`config.mk`:
```
export PLATFORM = sky130hd
export DESIGN_NAME = stp_serial_div
export DESIGN_NICKNAME = d
export VERILOG_FILES = /design/src/rtl/core/stp_pkg.sv /design/src/rtl/core/stp_serial_div.sv
export SDC_FILE = /design/constraint.sdc
export NUM_CORES = 1
export LEC_CHECK = 0
export ABC_AREA = 1
export BUFFER_PORTS_ARGS = -buffer_cell sky130_fd_sc_hd__buf_2
export CORE_MARGIN = 2
export CORE_UTILIZATION = 60
export DETAILED_ROUTE_END_ITERATION = 10
export PLACE_DENSITY_LB_ADDON = 0.12
export SYNTH_ARGS = -nofsm -noshare
export SYNTH_HDL_FRONTEND = slang
export SYNTH_SLANG_ARGS = --single-unit
```
`constraint.sdc`:
```
create_clock -name clk -period 4.1 [get_ports clk]
set_input_delay 0.205 -clock clk [delete_from_list [all_inputs] [get_ports clk]]
set_output_delay 0.205 -clock clk [all_outputs]
set_load 0.1 [all_outputs]
```
`src/rtl/core/stp_pkg.sv`:
```
`timescale 1ns / 1ps
// ----------------------------------------------------------------------------
// stp_pkg: shared types and constants of the stepper ramp generator
// Field widths, command and phase codes, divider and multiplier requests.
// ----------------------------------------------------------------------------
package stp_pkg;

  localparam int SPEED_W  = 32;
  localparam int DELAY_W  = 30;
  localparam int MAXSP_W  = 16;
  localparam int MINSP_W  = 10;
  localparam int CNT_W    = 17;
  localparam int IDX_W    = 16;
  localparam int PHASE_W  = 2;
  localparam int CFG_IDX_W  = 2;
  localparam int CFG_DATA_W = 16;

  localparam int DIV_W      = 32;
  localparam int DIV_ITER_W = 6;
  localparam int MUL_A_W    = 15;
  localparam int MUL_B_W    = 30;
  localparam int MUL_P_W    = MUL_A_W + MUL_B_W;
  localparam int MUL_CNT_W  = 4;

  localparam logic CMD_START = 1'b0;
  localparam logic CMD_STEP  = 1'b1;

  localparam logic [PHASE_W-1:0] PH_ACCEL  = 2'd0;
  localparam logic [PHASE_W-1:0] PH_CRUISE = 2'd1;
  localparam logic [PHASE_W-1:0] PH_DECEL  = 2'd2;

  localparam logic STATUS_OK   = 1'b0;
  localparam logic STATUS_IDLE = 1'b1;

  localparam logic [CFG_IDX_W-1:0] REG_MAX_SPEED   = 2'd0;
  localparam logic [CFG_IDX_W-1:0] REG_START_SPEED = 2'd1;

  localparam logic [DELAY_W-1:0] NS_PER_SEC = 30'd1000000000;

  // Divider operands for 1e9 / start speed: 30 quotient bits, empty remainder.
  localparam logic [DIV_W-1:0] START_NUM_LOW = {NS_PER_SEC, 2'b00};
  // Divider operands for (1e9 << 16) / speed: the bits above the low 30
  // quotient positions seed the remainder.
  localparam logic [DIV_W-1:0] DLY_REM_INIT = {16'd0, NS_PER_SEC[29:14]};
  localparam logic [DIV_W-1:0] DLY_NUM_LOW  = {NS_PER_SEC[13:0], 18'd0};

  localparam logic [DIV_ITER_W-1:0] DIV_ITERS_DELAY = 6'd30;
  localparam logic [DIV_ITER_W-1:0] DIV_ITERS_INC   = 6'd32;

  typedef struct packed {
    logic                  start;
    logic [DIV_ITER_W-1:0] iters;
    logic [DIV_W-1:0]      rem_init;
    logic [DIV_W-1:0]      num_low;
    logic [DIV_W-1:0]      divisor;
  } div_req_t;

  typedef struct packed {
    logic               start;
    logic [MUL_A_W-1:0] mplier;
    logic [MUL_B_W-1:0] mcand;
  } mul_req_t;

endpackage

```
`src/rtl/core/stp_serial_div.sv`:
```
`timescale 1ns / 1ps
// ----------------------------------------------------------------------------
// stp_serial_div: restoring divider, one quotient bit per cycle
// The caller seeds the remainder with the numerator bits above the quotient
// positions; the low bits shift in while quotient bits shift out.
// ----------------------------------------------------------------------------
module stp_serial_div (
  input  logic                    clk,
  input  logic                    rst_n,
  input  stp_pkg::div_req_t       req,
  output logic                    done,
  output logic [stp_pkg::DIV_W-1:0] quot
);
  import stp_pkg::*;

  logic                  busy_r, busy_nxt;
  logic                  done_r, done_nxt;
  logic [DIV_ITER_W-1:0] cnt_r, cnt_nxt;
  logic [DIV_W-1:0]      rem_r, rem_nxt;
  logic [DIV_W-1:0]      nq_r, nq_nxt;
  logic [DIV_W-1:0]      dvs_r, dvs_nxt;
  logic [DIV_W:0]        rem_sh;
  logic [DIV_W+1:0]      diff;
  logic                  ge;

  always_comb begin
    rem_sh = {rem_r, nq_r[DIV_W-1]};
    diff   = {1'b0, rem_sh} - {2'b00, dvs_r};
    ge     = ~diff[DIV_W+1];

    busy_nxt = busy_r;
    done_nxt = 1'b0;
    cnt_nxt  = cnt_r;
    rem_nxt  = rem_r;
    nq_nxt   = nq_r;
    dvs_nxt  = dvs_r;
    if (req.start) begin
      busy_nxt = 1'b1;
      cnt_nxt  = req.iters;
      rem_nxt  = req.rem_init;
      nq_nxt   = req.num_low;
      dvs_nxt  = req.divisor;
    end else if (busy_r) begin
      rem_nxt = ge ? diff[DIV_W-1:0] : rem_sh[DIV_W-1:0];
      nq_nxt  = {nq_r[DIV_W-2:0], ge};
      cnt_nxt = cnt_r - 1'b1;
      if (cnt_r == DIV_ITER_W'(1)) begin
        busy_nxt = 1'b0;
        done_nxt = 1'b1;
      end
    end
  end

  always_ff @(posedge clk) begin
    if (!rst_n) begin
      busy_r <= 1'b0;
      done_r <= 1'b0;
      cnt_r  <= '0;
    end else begin
      busy_r <= busy_nxt;
      done_r <= done_nxt;
      cnt_r  <= cnt_nxt;
    end
  end

  always_ff @(posedge clk) begin
    rem_r <= rem_nxt;
    nq_r  <= nq_nxt;
    dvs_r <= dvs_nxt;
  end

  assign done = done_r;
  assign quot = nq_r;

endmodule
```
==> results_dict.tcl <==
set metrics [dict create \
    status "complete, no violations" \
    synth_warnings 0 \
    synth_area_leader_cell "edfxtp_1" \
    syn_area_mm2 0.00723 \
    grt_max_degree 82 \
    worst_pin_slew_ns 0.850 \
    ys_seq_area_share_pct 42.1 \
    drv_cap 0 \
    die_x_um 114 \
    cts_setup_buffers 0 \
    worstSetupStartpointType "register" \
    antenna_found_initial 1 \
    worstPathArrival_ns 2.89 \
    grt_pass1_vias 6199 \
    fin_crit_sh_pct 67.6 \
    final_antenna_net_count 0 \
    grt_overflow 0 \
    slew_viol_final 0 \
    hold_viol_final 0 \
    vias 6522 \
    synthCells 1002 \
    cp_max_fo 33 \
    first_pass_iters 5 \
    initial_core_util_pct 60.9 \
    hold_class "primary input to register" \
    grt_usage_pct 29.3 \
    reg2reg_depth 15 \
    wl_per_cell_um 14.2 \
    nNetsFinal 1272 \
    rows 40 \
    drcViolationCount 0 \
    synth_top_area_share_pct 39.9 \
    drt_iter0_drc 489 \
    yosysUniqueCellTypes 38 \
    placed_area_mm2 0.00801 \
    r2r_setup_slack_ns 1.33 \
    clk_pin_slew_ns 0.08 \
    clock_path_buffers 2 \
    gp_congestion 1.11 \
    diodes 0 \
    stdcell_area_mm2 0.00829 \
    final_common_cell "nand2_1" \
    final.setup.tns_ns 0 \
    tritoncts "done" \
    avgSynthCellArea_um2 7.21 \
    area_growth_pct 14.7 \
    post-dp-hpwl_um 13900 \
    cp-end-kind "register" \
    drt-total-wl_um 18200 \
    portBuffers 137 \
    synth.ff_latch_count 104 \
    min_period_ns 2.77 \
    fin_util_pct 69.9 \
    cts_root_buffer "clkbuf_16" \
    final_layout_size_suffix_gt1_share_pct 16.4 \
    cts_sinks 104 \
    rsz0062_at_grt "no" \
    p_per_area_mw_per_mm2 511 \
    placeableCoreArea_mm2 0.0119 \
    post_cts_resized 0 \
    hold_depth 1 \
    grt_pass1_wl_um 29600 \
    dp.cells 1268 \
    via_per_inst 5.08 \
    peakVddDrop_uv 380 \
    htreeDepth 3 \
    p_leak_nw 4.53 \
    criticalPathCategory "register to register" \
    stdcell_count 1284 \
    holdBufCountCts 0 \
    ys_top_cells_by_area "edfxtp_1 40%, nand2_1 23%, inv_1 8.6%, ha_1 5.9%, nand3_1 4.3%" \
    required_ns 4.22 \
    fin_skew_ns 0.0130 \
    io-pin-count 138 \
    die-area_mm2 0.0129 \
    setup_violations 0 \
    slew_headroom_pct 43.3 \
    layout_common_cells "448 x nand2_1, 163 x inv_1, 136 x buf_2, 96 x edfxtp_1, 62 x nand3_1" \
    max_freq_mhz 361 \
    syn_nets 1142 \
    clock_latency_ns 0.37 \
    die_h_um 114 \
    numCtsBuffers 9 \
]
[layout make-up]
cell class	instances	area [um^2]
tap	147	184
clock buffer	11	243
sequential	104	3040
inverter	172	646
multi-input combinational	704	3410
fill	1076	3570
clock inverter	5	38.8
timing repair buffer	141	718
[per-layer routing]
| layer | global-route usage [%] | routed length, um | part of all wire (%) | up-vias |
|---|---|---|---|---|
| li1 | - | - | - | 3383 |
| met1 | 38.9 | 7990 | 44 | 2850 |
| met2 | 47.6 | 8220 | 45 | 263 |
| met3 | 7.65 | 1650 | 9.0 | 26 |
| met4 | 8.70 | 354 | 1.9 | 0 |
| met5 | 0 | 0 | 0 | - |
[sequential cells by signal, summed over array words and instances (netlist names)]
name	cells
busy_r	1
cnt_r	6
done	1
dvs_r	32
quot	32
rem_r	32
[final timing paths]
path / start / to
worst max-delay path: rem_r[7] / rem_r[20]
worst min-delay path: req[28] / dvs_r[28]
worst max register to register: rem_r[7] / rem_r[20]
worst min register to register: cnt_r[5] / cnt_r[5]
[cells by family after synthesis]
| kind of cell | Yosys count | share of synthesized area [%] |
|---|---|---|
| adder cells (fa/ha/maj) | 35 | 6.16 |
| flip-flops | 104 | 42.1 |
| AO/OA/AOI/OAI | 36 | 2.94 |
| XOR/XNOR | 15 | 1.82 |
| buffers and inverters | 194 | 10.6 |
| AND/OR/NAND/NOR | 618 | 36.3 |
[stage by stage]
stage	setup WS, ns	total power [W]	hold slack, ns
global placement	1.42	0.00336	0.381
CTS	1.34	0.00422	0.00378
detailed placement	1.33	0.00338	0.383
global route	1.15	0.00452	0.00390
finish	1.33	0.00423	0.00533
floorplan	1.27	0.00298	0.304
[worst max-delay path, cell delays in order (launching register included)]
cell and delay [ns]:
edfxtp_1 0.42, ha_1 0.38, nand2_2 0.14, inv_1 0.05
nand2_1 0.06, nand2_1 0.09, inv_2 0.06, nand3_2 0.12
nand2_2 0.10, nand2_2 0.07, nand2_4 0.32, nand2_8 0.26
nand2_2 0.23, nand2_1 0.09, nand2_1 0.07, nand2_1 0.04
[synthesized netlist by cell type, drive strengths merged]
cell    instances
nand2         458
inv           172
edfxtp         96
nand3          64
nor2           54
ha             34
nand3b         22
a21oi          19
xnor2          13
buf            12
nand4          11
clkbuf         10
o21ai           9
dfxtp           8
nor3            6
a31oi           4
and2            2
o21bai          2
xor2            2
a21o            1
a32o            1
fa              1
nor4            1
[power by group]
group	switching [W]	internal [W]
Clock	0.000407	0.000433
Combinational	0.00134	0.000620
Sequential	0.0000767	0.00135
Note: power is estimated with default switching activity, not from simulation.
