===== config.mk =====
export PLATFORM = sky130hd
export DESIGN_NAME = stp_serial_mul
export DESIGN_NICKNAME = d
export VERILOG_FILES = /design/src/rtl/core/stp_pkg.sv /design/src/rtl/core/stp_serial_mul.sv
export SDC_FILE = /design/constraint.sdc
export NUM_CORES = 1
export LEC_CHECK = 0
export BUFFER_PORTS_ARGS = -buffer_cell sky130_fd_sc_hd__buf_2
export CAP_MARGIN = 20
export CORE_ASPECT_RATIO = 0.75
export CORE_MARGIN = 2
export CORE_UTILIZATION = 50
export DETAILED_ROUTE_END_ITERATION = 12
export GPL_ROUTABILITY_DRIVEN = 0
export HOLD_SLACK_MARGIN = 0.06
export PLACE_DENSITY = 0.73
export REMOVE_ABC_BUFFERS = 1
export SYNTH_ARGS = -nofsm -noshare
export SYNTH_HDL_FRONTEND = slang
export SYNTH_SLANG_ARGS = --single-unit

===== constraint.sdc =====
create_clock -name clk -period 3.49 [get_ports clk]
set_input_delay 0.698 -clock clk [delete_from_list [all_inputs] [get_ports clk]]
set_output_delay 0.698 -clock clk [all_outputs]
set_load 0.02 [all_outputs]

===== src/rtl/core/stp_pkg.sv =====
`timescale 1ns / 1ps
// ----------------------------------------------------------------------------
// stp_pkg: shared types and constants of the stepper ramp generator
// Field widths, command and phase codes, divider and multiplier requests.
// ----------------------------------------------------------------------------
package stp_pkg;

  localparam int SPEED_W  = 32;
  localparam int DELAY_W  = 30;
  localparam int MAXSP_W  = 16;
  localparam int MINSP_W  = 10;
  localparam int CNT_W    = 17;
  localparam int IDX_W    = 16;
  localparam int PHASE_W  = 2;
  localparam int CFG_IDX_W  = 2;
  localparam int CFG_DATA_W = 16;

  localparam int DIV_W      = 32;
  localparam int DIV_ITER_W = 6;
  localparam int MUL_A_W    = 15;
  localparam int MUL_B_W    = 30;
  localparam int MUL_P_W    = MUL_A_W + MUL_B_W;
  localparam int MUL_CNT_W  = 4;

  localparam logic CMD_START = 1'b0;
  localparam logic CMD_STEP  = 1'b1;

  localparam logic [PHASE_W-1:0] PH_ACCEL  = 2'd0;
  localparam logic [PHASE_W-1:0] PH_CRUISE = 2'd1;
  localparam logic [PHASE_W-1:0] PH_DECEL  = 2'd2;

  localparam logic STATUS_OK   = 1'b0;
  localparam logic STATUS_IDLE = 1'b1;

  localparam logic [CFG_IDX_W-1:0] REG_MAX_SPEED   = 2'd0;
  localparam logic [CFG_IDX_W-1:0] REG_START_SPEED = 2'd1;

  localparam logic [DELAY_W-1:0] NS_PER_SEC = 30'd1000000000;

  // Divider operands for 1e9 / start speed: 30 quotient bits, empty remainder.
  localparam logic [DIV_W-1:0] START_NUM_LOW = {NS_PER_SEC, 2'b00};
  // Divider operands for (1e9 << 16) / speed: the bits above the low 30
  // quotient positions seed the remainder.
  localparam logic [DIV_W-1:0] DLY_REM_INIT = {16'd0, NS_PER_SEC[29:14]};
  localparam logic [DIV_W-1:0] DLY_NUM_LOW  = {NS_PER_SEC[13:0], 18'd0};

  localparam logic [DIV_ITER_W-1:0] DIV_ITERS_DELAY = 6'd30;
  localparam logic [DIV_ITER_W-1:0] DIV_ITERS_INC   = 6'd32;

  typedef struct packed {
    logic                  start;
    logic [DIV_ITER_W-1:0] iters;
    logic [DIV_W-1:0]      rem_init;
    logic [DIV_W-1:0]      num_low;
    logic [DIV_W-1:0]      divisor;
  } div_req_t;

  typedef struct packed {
    logic               start;
    logic [MUL_A_W-1:0] mplier;
    logic [MUL_B_W-1:0] mcand;
  } mul_req_t;

endpackage


===== src/rtl/core/stp_serial_mul.sv =====
`timescale 1ns / 1ps
// ----------------------------------------------------------------------------
// stp_serial_mul: bit-serial shift-add multiplier
// Takes one multiplier bit per cycle, most significant first.
// ----------------------------------------------------------------------------
module stp_serial_mul (
  input  logic                      clk,
  input  logic                      rst_n,
  input  stp_pkg::mul_req_t         req,
  output logic                      done,
  output logic [stp_pkg::MUL_P_W-1:0] product
);
  import stp_pkg::*;

  logic                 busy_r, busy_nxt;
  logic                 done_r, done_nxt;
  logic [MUL_CNT_W-1:0] cnt_r, cnt_nxt;
  logic [MUL_A_W-1:0]   a_r, a_nxt;
  logic [MUL_B_W-1:0]   b_r, b_nxt;
  logic [MUL_P_W-1:0]   acc_r, acc_nxt;

  always_comb begin
    busy_nxt = busy_r;
    done_nxt = 1'b0;
    cnt_nxt  = cnt_r;
    a_nxt    = a_r;
    b_nxt    = b_r;
    acc_nxt  = acc_r;
    if (req.start) begin
      busy_nxt = 1'b1;
      cnt_nxt  = MUL_CNT_W'(MUL_A_W);
      a_nxt    = req.mplier;
      b_nxt    = req.mcand;
      acc_nxt  = '0;
    end else if (busy_r) begin
      acc_nxt = {acc_r[MUL_P_W-2:0], 1'b0}
              + (a_r[MUL_A_W-1] ? MUL_P_W'(b_r) : '0);
      a_nxt   = {a_r[MUL_A_W-2:0], 1'b0};
      cnt_nxt = cnt_r - 1'b1;
      if (cnt_r == MUL_CNT_W'(1)) begin
        busy_nxt = 1'b0;
        done_nxt = 1'b1;
      end
    end
  end

  always_ff @(posedge clk) begin
    if (!rst_n) begin
      busy_r <= 1'b0;
      done_r <= 1'b0;
      cnt_r  <= '0;
    end else begin
      busy_r <= busy_nxt;
      done_r <= done_nxt;
      cnt_r  <= cnt_nxt;
    end
  end

  always_ff @(posedge clk) begin
    a_r   <= a_nxt;
    b_r   <= b_nxt;
    acc_r <= acc_nxt;
  end

  assign done    = done_r;
  assign product = acc_r;

endmodule


==> out/results.tsv, run 1 <==
stage	metric	value	unit
run_status	status	finished, final reports clean	
synthesis	syn_area_per_cell	9.99	um^2
clock_tree	CTS tree	built	
setup_path	Top delay family on crit path	compound AO/OA/AOI/OAI gates	
setup_path	Slowest-stage cell, CP	edfxtp_1	
synthesis	share of Yosys cell area claimed by the top area cell type	25.5	%
timing	relative slew slack	41.7	%
finish	Layout area overhead	16.5	%
setup_path	CP endpoint kind	register	
clock_tree	Reg clk slew, reported paths	0.07	ns
power	power density over cell area	463	nW/um^2
setup_path	CP dominant cell by count	a21oi_1	
placement	post-DP HPWL	8640	um
clock_tree	post-CTS setup buffers	0	
synthesis	Syn. warnings	0	
setup_path	Crit Path Class	reg -> reg	
timing	final setup vio count	0	
grt	Total GRT Usage	21.6	%
clock_tree	clock root cell	clkbuf_16	
floorplan	Die Ht	93.2	um
route	vias	4233	
floorplan	width of the die	123	um
timing	fin. max-slew vios	0	
grt	vias in the first global route	3979	
timing	Slew @ Worst Pin	0.874	ns
floorplan	Core Area	10300	um^2
timing	Final min period	3.20	ns
synthesis	post-synthesis async set-or-reset flop share	0	%
synthesis	largest area contributor in the netlist	edfxtp_1	
finish	area of the multi-input gates	2780	um^2
setup_path	worst r2r src	a_r[14]	
clock_tree	cts hold-fix bufs	0	
setup_path	type of origin of the critical path	register	
synthesis	most frequent cell after synthesis	dfxtp_1	
synthesis	Seq/Total Area, Yosys	44.7	%
route	Detail Route Antenna Nets	0	
grt	first-pass GRT wire length	19500	um
power	leakage	2.65	nW
floorplan	Core Rows	32	
finish	share of cells above drive strength 1	22.9	%
route	Routed WL per cell	15.8	um
grt	pin count of the biggest net entering global routing	41	
finish	Sequential Area	2370	um^2
setup_path	Critical Path, Cell by Cell	buf_4 > and2_1 > ha_1 > a21oi_1 > o21bai_1 > a21oi_1 > a21oi_1 > o41ai_2 > a21oi_1 > or3_1 > a32o_1	
clock_tree	Clk Latency, worst-skew pair	0.34	ns
hold_path	worst min path class	reg -> reg	
setup_path	CP Max Fanout	9	
setup_path	CP Launch Point	a_r[14]	
floorplan	IO Pins	94	
route	DRT Pass-1 Iters	5	
route	Detailed Route Iter0 Violations	269	
setup_path	WP buf/inv	1	
clock_tree	# resized after CTS	0	
route	DRC violations left	0	
timing	Fin Setup TNS	0	ns
timing	clk_skew	0.00561	ns
hold_path	min-delay src	product[16]	
timing	RSZ-0062 raised after global routing	no	
job	Max Cap Viol	0	
grt	antenna violations before repair	0	
finish	Layout fillers	875	
synthesis	post-synth cell types	61	
grt	gr ovfl total	0	
synthesis	cell count after synthesis	531	
setup_path	Worst path max stage delay	0.44	ns
clock_tree	Num CTS Buffers	9	
synthesis	Synth top cells by count	dfxtp_1 (51), nand2_1 (46), edfxtp_1 (45), nor2_1 (45), a21oi_1 (34)	
timing	Final Hold Fails	0	
placement	Port Buffer Count	93	
synthesis	Synth Flop Type	dfxtp_1	
synthesis	Synth area leaders	edfxtp_1 (25%), dfxtp_1 (19%), ha_1 (7.3%)	
route	final wirelength	12100	um
finish	Ant. Diodes	0	
synthesis	Synth Register Bits	96	
floorplan	Initial Util	51.6	%
timing	hold slack final	0.478	ns
clock_tree	Clock Sinks	96	
clock_tree	Clock Tree Buf Depth	2	
route	DR vias/cell	5.54	
timing	upper clock frequency limit	0.313	GHz
power	Max IR drop VDD	0.309	mV
floorplan	full die area	11500	um^2
timing	period utilisation layout	91.6	%
finish	final net count	703	
clock_tree	H-tree levels	3	
setup_path	Worst Path Arrival	3.44	ns
setup_path	data required time at the worst endpoint	3.73	ns
synthesis	Post-synth EDFFs	45	
synthesis	Synth Cell Area	5310	um^2
==> state kept, by name, summed over array words and instances, names as in the netlist <==
signal	cells
busy_r	1
cnt_r	4
a_r	15
done	1
b_r	30
product	45
==> per-layer routing <==
layer  track usage [%]  wire length [um]  vias to the layer above
met5                 0                 0                        -
met4              5.27                99                        0
met3              4.82               697                       10
met2              34.0              5630                      135
met1              30.2              5660                     1999
li1                  -                 -                     2089
==> cell usage in the layout (no fill, tap or decap), types with 2 or more instances in the layout <==
cell and instances:
nor3_1 6, mux2_2 14, o211ai_1 3, a211oi_1 9, a21oi_1 34, o21ai_1 4, o21bai_1 5, dfxtp_1 51
buf_2 93, xnor2_1 18, o21a_1 9, nor2_1 45, and2_1 32, buf_4 6, xor2_1 23, nor2b_1 5
edfxtp_1 45, clkbuf_16 9, inv_1 13, mux2i_1 14, or2_2 2, inv_6 2, nand2b_1 4, nand2_1 46
clkinvlp_4 2, and3_2 2, a21o_1 10, nand4_1 8, ha_1 31, or3_1 2, and3_1 6, nand3_1 12
o21ai_0 30
==> power breakdown <==
part           total [mW]  switching [mW]  internal [mW]
Clock               0.999           0.436          0.563
Combinational       0.537           0.317          0.220
Sequential           1.33          0.0537           1.27
==> cell families (layout without fill, tap and decap cells) <==
logic type | count (synthesis) | count (layout) | share of synthesized area [%]
AND/OR/NAND/NOR | 179 | 179 | 16.8
adder cells (fa/ha/maj) | 32 | 32 | 7.69
XOR/XNOR | 41 | 41 | 6.77
flip-flops | 96 | 96 | 44.7
buffers and inverters | 31 | 128 | 2.92
AO/OA/AOI/OAI | 124 | 124 | 15.5
multiplexers | 28 | 28 | 5.61
==> area by class of cell <==
cell class                      count  share of cell area [%]
Clock buffer                        9                    3.64
Tap cell                          136                    2.75
Timing Repair Buffer               99                    8.26
Multi-Input combinational cell    404                    44.9
Inverter                           13                   0.789
Clock inverter                      7                    1.25
Sequential cell                    96                    38.4
==> worst paths after layout <==
check	end	slack, ns	depth (start not counted)
hold reg to reg	product[16]	0.48	2
hold / removal	product[16]	0.48	2
setup reg to reg	product[24]	0.29	11
setup / recovery	product[24]	0.29	11
==> per-stage QoR <==
step | instances | instance area [um^2] | setup slack, ns | util (%) | total power [mW]
after floorplan | 513 | 5200 | 0.431 | - | 1.71
after global placement | 747 | 5870 | 0.324 | 57.1 | 1.86
after detailed placement | 747 | 5870 | 0.236 | 57.1 | 1.88
after CTS | 763 | 6170 | 0.211 | 60.0 | 2.89
after global routing | 764 | 6180 | 0.0773 | 60.1 | 2.99
final | 764 | 6180 | 0.294 | 60.1 | 2.86
==> worst min-delay path: stages (launching register included) <==
cell	delay [ns]
dfxtp_1	0.32
nand2_1	0.05
o21ai_0	0.06
(Power assumes the default switching activity.)
==> run 2: changes to the inputs <==
Settings changed: ABC_AREA from default to 1, PLACE_DENSITY 0.73 to 0.71.
==> out/results.tsv, run 2 <==
stage	metric	value	unit
run_status	status	finished, final reports clean	
route	Detailed Route Iter0 Violations	470	
setup_path	Crit Path Class	reg -> reg	
timing	final setup vio count	0	
power	Comb power frac	16.2	%
finish	max FFs per register	45	
floorplan	Core Area	12300	um^2
grt	gr ovfl total	0	
timing	period utilisation layout	82.9	%
grt	pin count of the biggest net entering global routing	47	
finish	final net count	1125	
hold_path	worst min path class	reg -> reg	
synthesis	cell count after synthesis	953	
synthesis	post-synth cell types	35	
timing	Slew @ Worst Pin	0.943	ns
floorplan	width of the die	134	um
clock_tree	# resized after CTS	0	
route	vias	6058	
setup_path	CP dominant cell by count	nand2_1	
clock_tree	H-tree levels	3	
synthesis	Synth Cell Area	6320	um^2
setup_path	Worst path max stage delay	0.78	ns
synthesis	Syn. warnings	0	
synthesis	Synth Flop Type	dfxtp_1	
setup_path	Slowest-stage cell, CP	edfxtp_1	
timing	Final min period	2.89	ns
power	Clk pwr share	37.6	%
clock_tree	Clock Sinks	96	
floorplan	Core Rows	35	
finish	commonest non-fill, non-tap cell in the layout	nand2_1	
route	Routed WL per cell	13.4	um
floorplan	Die Ht	101	um
placement	post-DP HPWL	12500	um
route	DRT Pass-1 Iters	7	
hold_path	min-delay src	product[44]	
clock_tree	post-CTS setup buffers	0	
clock_tree	cts hold-fix bufs	0	
timing	hold slack final	0.455	ns
timing	Fin Setup TNS	0	ns
synthesis	Synth area leaders	nand2_1 (24%), edfxtp_1 (21%), dfxtp_1 (16%)	
finish	Ant. Diodes	0	
power	Power Total	2.85	mW
setup_path	data required time at the worst endpoint	3.73	ns
power	power density over cell area	391	nW/um^2
synthesis	Seq/Total Area, Yosys	37.5	%
route	Detail Route Antenna Nets	0	
power	leakage	4.05	nW
clock_tree	Clk Latency, worst-skew pair	0.36	ns
setup_path	Top delay family on crit path	simple AND/OR/NAND/NOR gates	
finish	Post-Layout Cell Count	1216	
clock_tree	Num CTS Buffers	9	
clock_tree	Reg clk slew, reported paths	0.08	ns
job	Max Cap Viol	0	
synthesis	post-synthesis async set-or-reset flop share	0	%
timing	Final Hold Fails	0	
synthesis	Synth top cells by count	nand2_1 (397), inv_1 (163), nor2_1 (55), dfxtp_1 (51), nand3_1 (49)	
route	final wirelength	16300	um
grt	antenna violations before repair	0	
power	sw frac	29.7	%
synthesis	most frequent cell after synthesis	nand2_1	
setup_path	Worst Path Arrival	3.13	ns
setup_path	type of origin of the critical path	register	
route	DR vias/cell	4.98	
grt	first-pass GRT wire length	26900	um
setup_path	Critical Path, Cell by Cell	nand2_1 > inv_1 > ha_1 > fa_1 > nand2_1 > nand3_1 > nand3_1 > nand2_1 > nand2_1 > nand3_2 > o21ai_0 > nand2_1	
power	P_int	2.00	mW
power	Sequential Power Share	46.2	%
setup_path	WP buf/inv	1	
floorplan	IO Pins	94	
finish	share of cells above drive strength 1	13.8	%
route	DRC violations left	0	
placement	placed cell count	1200	
finish	Layout area overhead	15.2	%
synthesis	syn_area_per_cell	6.64	um^2
floorplan	Initial Util	51.4	%
synthesis	share of Yosys cell area claimed by the top area cell type	23.6	%
clock_tree	CTS tree	built	
grt	vias in the first global route	5478	
synthesis	largest area contributor in the netlist	nand2_1	
clock_tree	Clock Tree Buf Depth	2	
timing	upper clock frequency limit	0.346	GHz
synthesis	Synth Register Bits	96	
floorplan	full die area	13600	um^2
timing	clk_skew	0.0114	ns
finish	Layout fillers	1201	
setup_path	CP Max Fanout	30	
clock_tree	clock root cell	clkbuf_16	
timing	relative slew slack	37.1	%
setup_path	CP Launch Point	a_r[14]	
timing	fin. max-slew vios	0	
setup_path	worst r2r src	a_r[14]	
setup_path	CP endpoint kind	register	
placement	Port Buffer Count	93	
synthesis	Post-synth EDFFs	45	
power	Psw	0.846	mW
power	Max IR drop VDD	0.303	mV
grt	Total GRT Usage	25.2	%
timing	RSZ-0062 raised after global routing	no	
finish	commonest cells after routing, fill and taps aside	nand2_1 (397), inv_1 (163), buf_2 (93)	
run 2: cell count changes in the layout (fill, tap and decap cells not counted), moves of 10 or more:
cell      previous run  this run
inv_1               13       163
a21o_1              10         0
and2_1              32         1
nand3b_1             0        10
mux2i_1             14         0
nand3_1             12        49
mux2_2              14         0
nand2_1             46       397
xor2_1              23         4
run 2: power by group through the flow:
| stage | Combinational, mW | Sequential, mW | Clock (mW) |
|---|---|---|---|
| 2_1_floorplan | 0.274 | 1.36 | 0 |
| 3_3_place_gp | 0.448 | 1.34 | 0 |
| 3_5_place_dp | 0.452 | 1.34 | 0 |
| 4_1_cts | 0.457 | 1.32 | 1.09 |
| 5_1_grt | 0.518 | 1.33 | 1.14 |
| 6_report | 0.461 | 1.32 | 1.07 |
run 2: metrics by stage:
step	setup WS, ns	util (%)	instance area (um^2)
global route	0.300	59.2	7290
detailed placement	0.655	56.6	6970
finish	0.598	59.2	7290
CTS	0.646	59.2	7290
global placement	0.646	56.6	6970
floorplan	0.284	-	6260
run 2: tightest hold or removal path: cells and delay by family (launching register included):
family	cells	cell delay [ns]
AND/OR/NAND/NOR	2	0.10
flip-flops	1	0.31
run 2: kinds of logic after synthesis:
kind of cell / after synthesis / share of synthesized area (%)
AO/OA/AOI/OAI: 68 / 5.80
XOR/XNOR: 17 / 2.35
adder cells (fa/ha/maj): 32 / 6.45
buffers and inverters: 184 / 11.0
flip-flops: 96 / 37.5
AND/OR/NAND/NOR: 556 / 36.9
run 2: area by class of cell:
cell class	count	area (um^2)	share of cell area (%)
inverters	169	634	8.70
clock buffers	9	225	3.09
repair buffers	96	488	6.70
clock inverters	7	95.1	1.30
multi-input cells	673	3270	44.8
well taps	166	208	2.85
flip-flops and latches	96	2370	32.5
run 2: per-layer routing:
metal	up-vias	GRT usage, %	wire [um]
met3	10	3.75	1200
met1	2696	38.8	8440
li1	3131	-	-
met2	221	37.5	6470
met5	-	0	0
met4	0	5.65	145
run 2: final timing paths:
check / cells after the start / slack (ns) / end
setup / recovery: 12 / 0.60 / product[25]
hold / removal: 2 / 0.46 / product[44]
hold reg to reg: 2 / 0.46 / product[44]
setup reg to reg: 12 / 0.60 / product[25]
==> run 3: changes to the inputs <==
Settings changed: PLACE_DENSITY 0.71 to 0.74.
Clock period 3.49 ns to 2.3 ns, I/O delays scaled along.
==> out/results.tsv, run 3 (same netlist as run 2, synthesis figures left out) <==
stage	metric	value	unit
grt	first-pass GRT wire length	27100	um
setup_path	Worst path max stage delay	0.42	ns
floorplan	full die area	13600	um^2
power	P_int	3.17	mW
route	Detailed Route Iter0 Violations	568	
route	DR vias/cell	5.15	
clock_tree	Num CTS Buffers	9	
finish	commonest non-fill, non-tap cell in the layout	nand2_1	
timing	Final Hold Fails	0	
grt	pin count of the biggest net entering global routing	47	
run_status	failing checks	negative setup slack	
clock_tree	CTS tree	built	
route	DRC violations left	0	
power	Power Total	4.67	mW
clock_tree	Clk Latency, worst-skew pair	0.36	ns
power	leakage	4.51	nW
finish	Layout fillers	928	
power	Clk pwr share	33.0	%
finish	max FFs per register	45	
clock_tree	Clock Sinks	96	
route	Detail Route Antenna Nets	0	
setup_path	Critical Path, Cell by Cell	buf_6 > buf_12 > nand2_1 > inv_1 > ha_4 > a21oi_1 > nand2_2 > a21oi_2 > nand3_2 > buf_4 > xnor2_1 > o21ai_1	
timing	RSZ-0062 raised after global routing	yes	
floorplan	Core Area	12300	um^2
timing	upper clock frequency limit	0.427	GHz
setup_path	type of origin of the critical path	register	
placement	Setup WS pre-CTS	-0.112	ns
floorplan	Core Rows	35	
grt	vias in the first global route	5682	
timing	Fin Setup TNS	-0.0849	ns
finish	final net count	1184	
power	Comb power frac	24.1	%
route	final wirelength	19500	um
timing	Final min period	2.34	ns
route	vias	6565	
finish	Layout area overhead	37.7	%
floorplan	Initial Util	51.4	%
setup_path	Slowest-stage cell, CP	edfxtp_1	
finish	commonest cells after routing, fill and taps aside	nand2_1 (325), inv_1 (145), buf_2 (93)	
timing	fin. max-slew vios	0	
job	Max Cap Viol	0	
setup_path	Top delay family on crit path	buffers and inverters	
setup_path	reg2reg path depth	12	
clock_tree	Clock Tree Buf Depth	2	
route	Routed WL per cell	15.3	um
timing	Worst Setup Slack, final	-0.0427	ns
timing	clk_skew	0.0154	ns
floorplan	width of the die	134	um
setup_path	R2R setup slack	-0.04	ns
power	Max IR drop VDD	0.392	mV
route	DRT Pass-1 Iters	5	
floorplan	Die Ht	101	um
setup_path	CP endpoint kind	register	
clock_tree	Reg clk slew, reported paths	0.08	ns
power	sw frac	32.1	%
grt	gr ovfl total	0	
setup_path	Worst Path Arrival	2.59	ns
setup_path	Worst path depth	12	
placement	placed cell count	1237	
timing	period utilisation layout	102	%
clock_tree	clock root cell	clkbuf_16	
setup_path	worst r2r src	a_r[14]	
hold_path	hold endpoint	b_r[18]	
setup_path	CP Max Fanout	7	
clock_tree	cts hold-fix bufs	0	
setup_path	Crit Path Class	reg -> reg	
finish	Ant. Diodes	0	
setup_path	data required time at the worst endpoint	2.55	ns
placement	Port Buffer Count	93	
power	Psw	1.50	mW
setup_path	capturing point of the worst reg2reg path	product[23]	
run_status	status	finished, violations left	
placement	post-DP HPWL	12500	um
power	Sequential Power Share	42.9	%
timing	relative slew slack	59.5	%
clock_tree	H-tree levels	3	
timing	final setup vio count	3	
hold_path	Hold Path Stages	1	
hold_path	worst min path class	in -> reg	
timing	Slew @ Worst Pin	0.607	ns
finish	Post-Layout Cell Count	1275	
setup_path	WP buf/inv	4	
power	power density over cell area	536	nW/um^2
grt	Total GRT Usage	25.1	%
floorplan	IO Pins	94	
finish	share of cells above drive strength 1	33.4	%
grt	antenna violations before repair	0	
hold_path	min-delay src	req[18]	
-- run 3: changes by cell type in the layout (fill, tap and decap cells not counted), moves of 21 or more --
cell,delta
nor2_1,-21
buf_4,+49
nand2_2,+56
ha_1,-28
ha_4,+28
nand2_1,-72
-- run 3: how the worst max path moves through the flow --
stage	startpoint	end	slack, ns
after floorplan	req[45]	a_r[0]	-0.67
after global placement	a_r[14]	product[20]	-0.13
after detailed placement	a_r[14]	product[20]	-0.11
after CTS	a_r[14]	product[32]	-0.03
after global routing	a_r[14]	product[43]	-0.13
final	a_r[14]	product[23]	-0.04
-- run 3: what timing repair did --
action,in CTS,in global routing
cloned,0,2
pin swaps,3,67
setup endpoints to repair,25,32
setup buffers,1,20
gates resized for setup,27,209
-- run 3: final cells by class --
class | instances | area [um^2] | area share [%]
well taps | 166 | 208 | 2.39
repair buffers | 155 | 995 | 11.4
flip-flops and latches | 96 | 2370 | 27.2
inverters | 169 | 634 | 7.28
clock inverters | 7 | 78.8 | 0.905
clock buffers | 9 | 225 | 2.59
multi-input cells | 673 | 4200 | 48.2
-- run 3: metrics by stage --
step / util, % / hold slack (ns) / instance area, um^2
3_3_place_gp: 59.0 / 0.434 / 7260
3_5_place_dp: 59.0 / 0.443 / 7260
4_1_cts: 62.6 / 0.265 / 7700
5_1_grt: 70.8 / 0.264 / 8710
6_report: 70.8 / 0.270 / 8710
2_1_floorplan: - / 0.447 / 6260
-- run 3: layer usage --
metal  GRT usage, %  wire length (um)
met5              0                 0
met4           6.87               346
met3           5.26              1580
met2           37.0              8770
met1           37.3              8770
-- run 3: worst reg2reg max path, stage by stage (launching register included) --
cell and delay, ns:
edfxtp_1 0.42, buf_6 0.16, buf_12 0.14, nand2_1 0.06, inv_1 0.07, ha_4 0.24, a21oi_1 0.29, nand2_2 0.15
a21oi_2 0.17, nand3_2 0.16, buf_4 0.17, xnor2_1 0.12, o21ai_1 0.07
-- run 3: power by group through the flow --
stage	registers (mW)	logic (mW)	clock network, mW
after floorplan	2.06	0.416	0
after global placement	2.02	0.741	0
after detailed placement	2.02	0.748	0
after CTS	1.99	0.794	1.56
after global routing	2.01	1.20	1.64
final	2.00	1.13	1.54
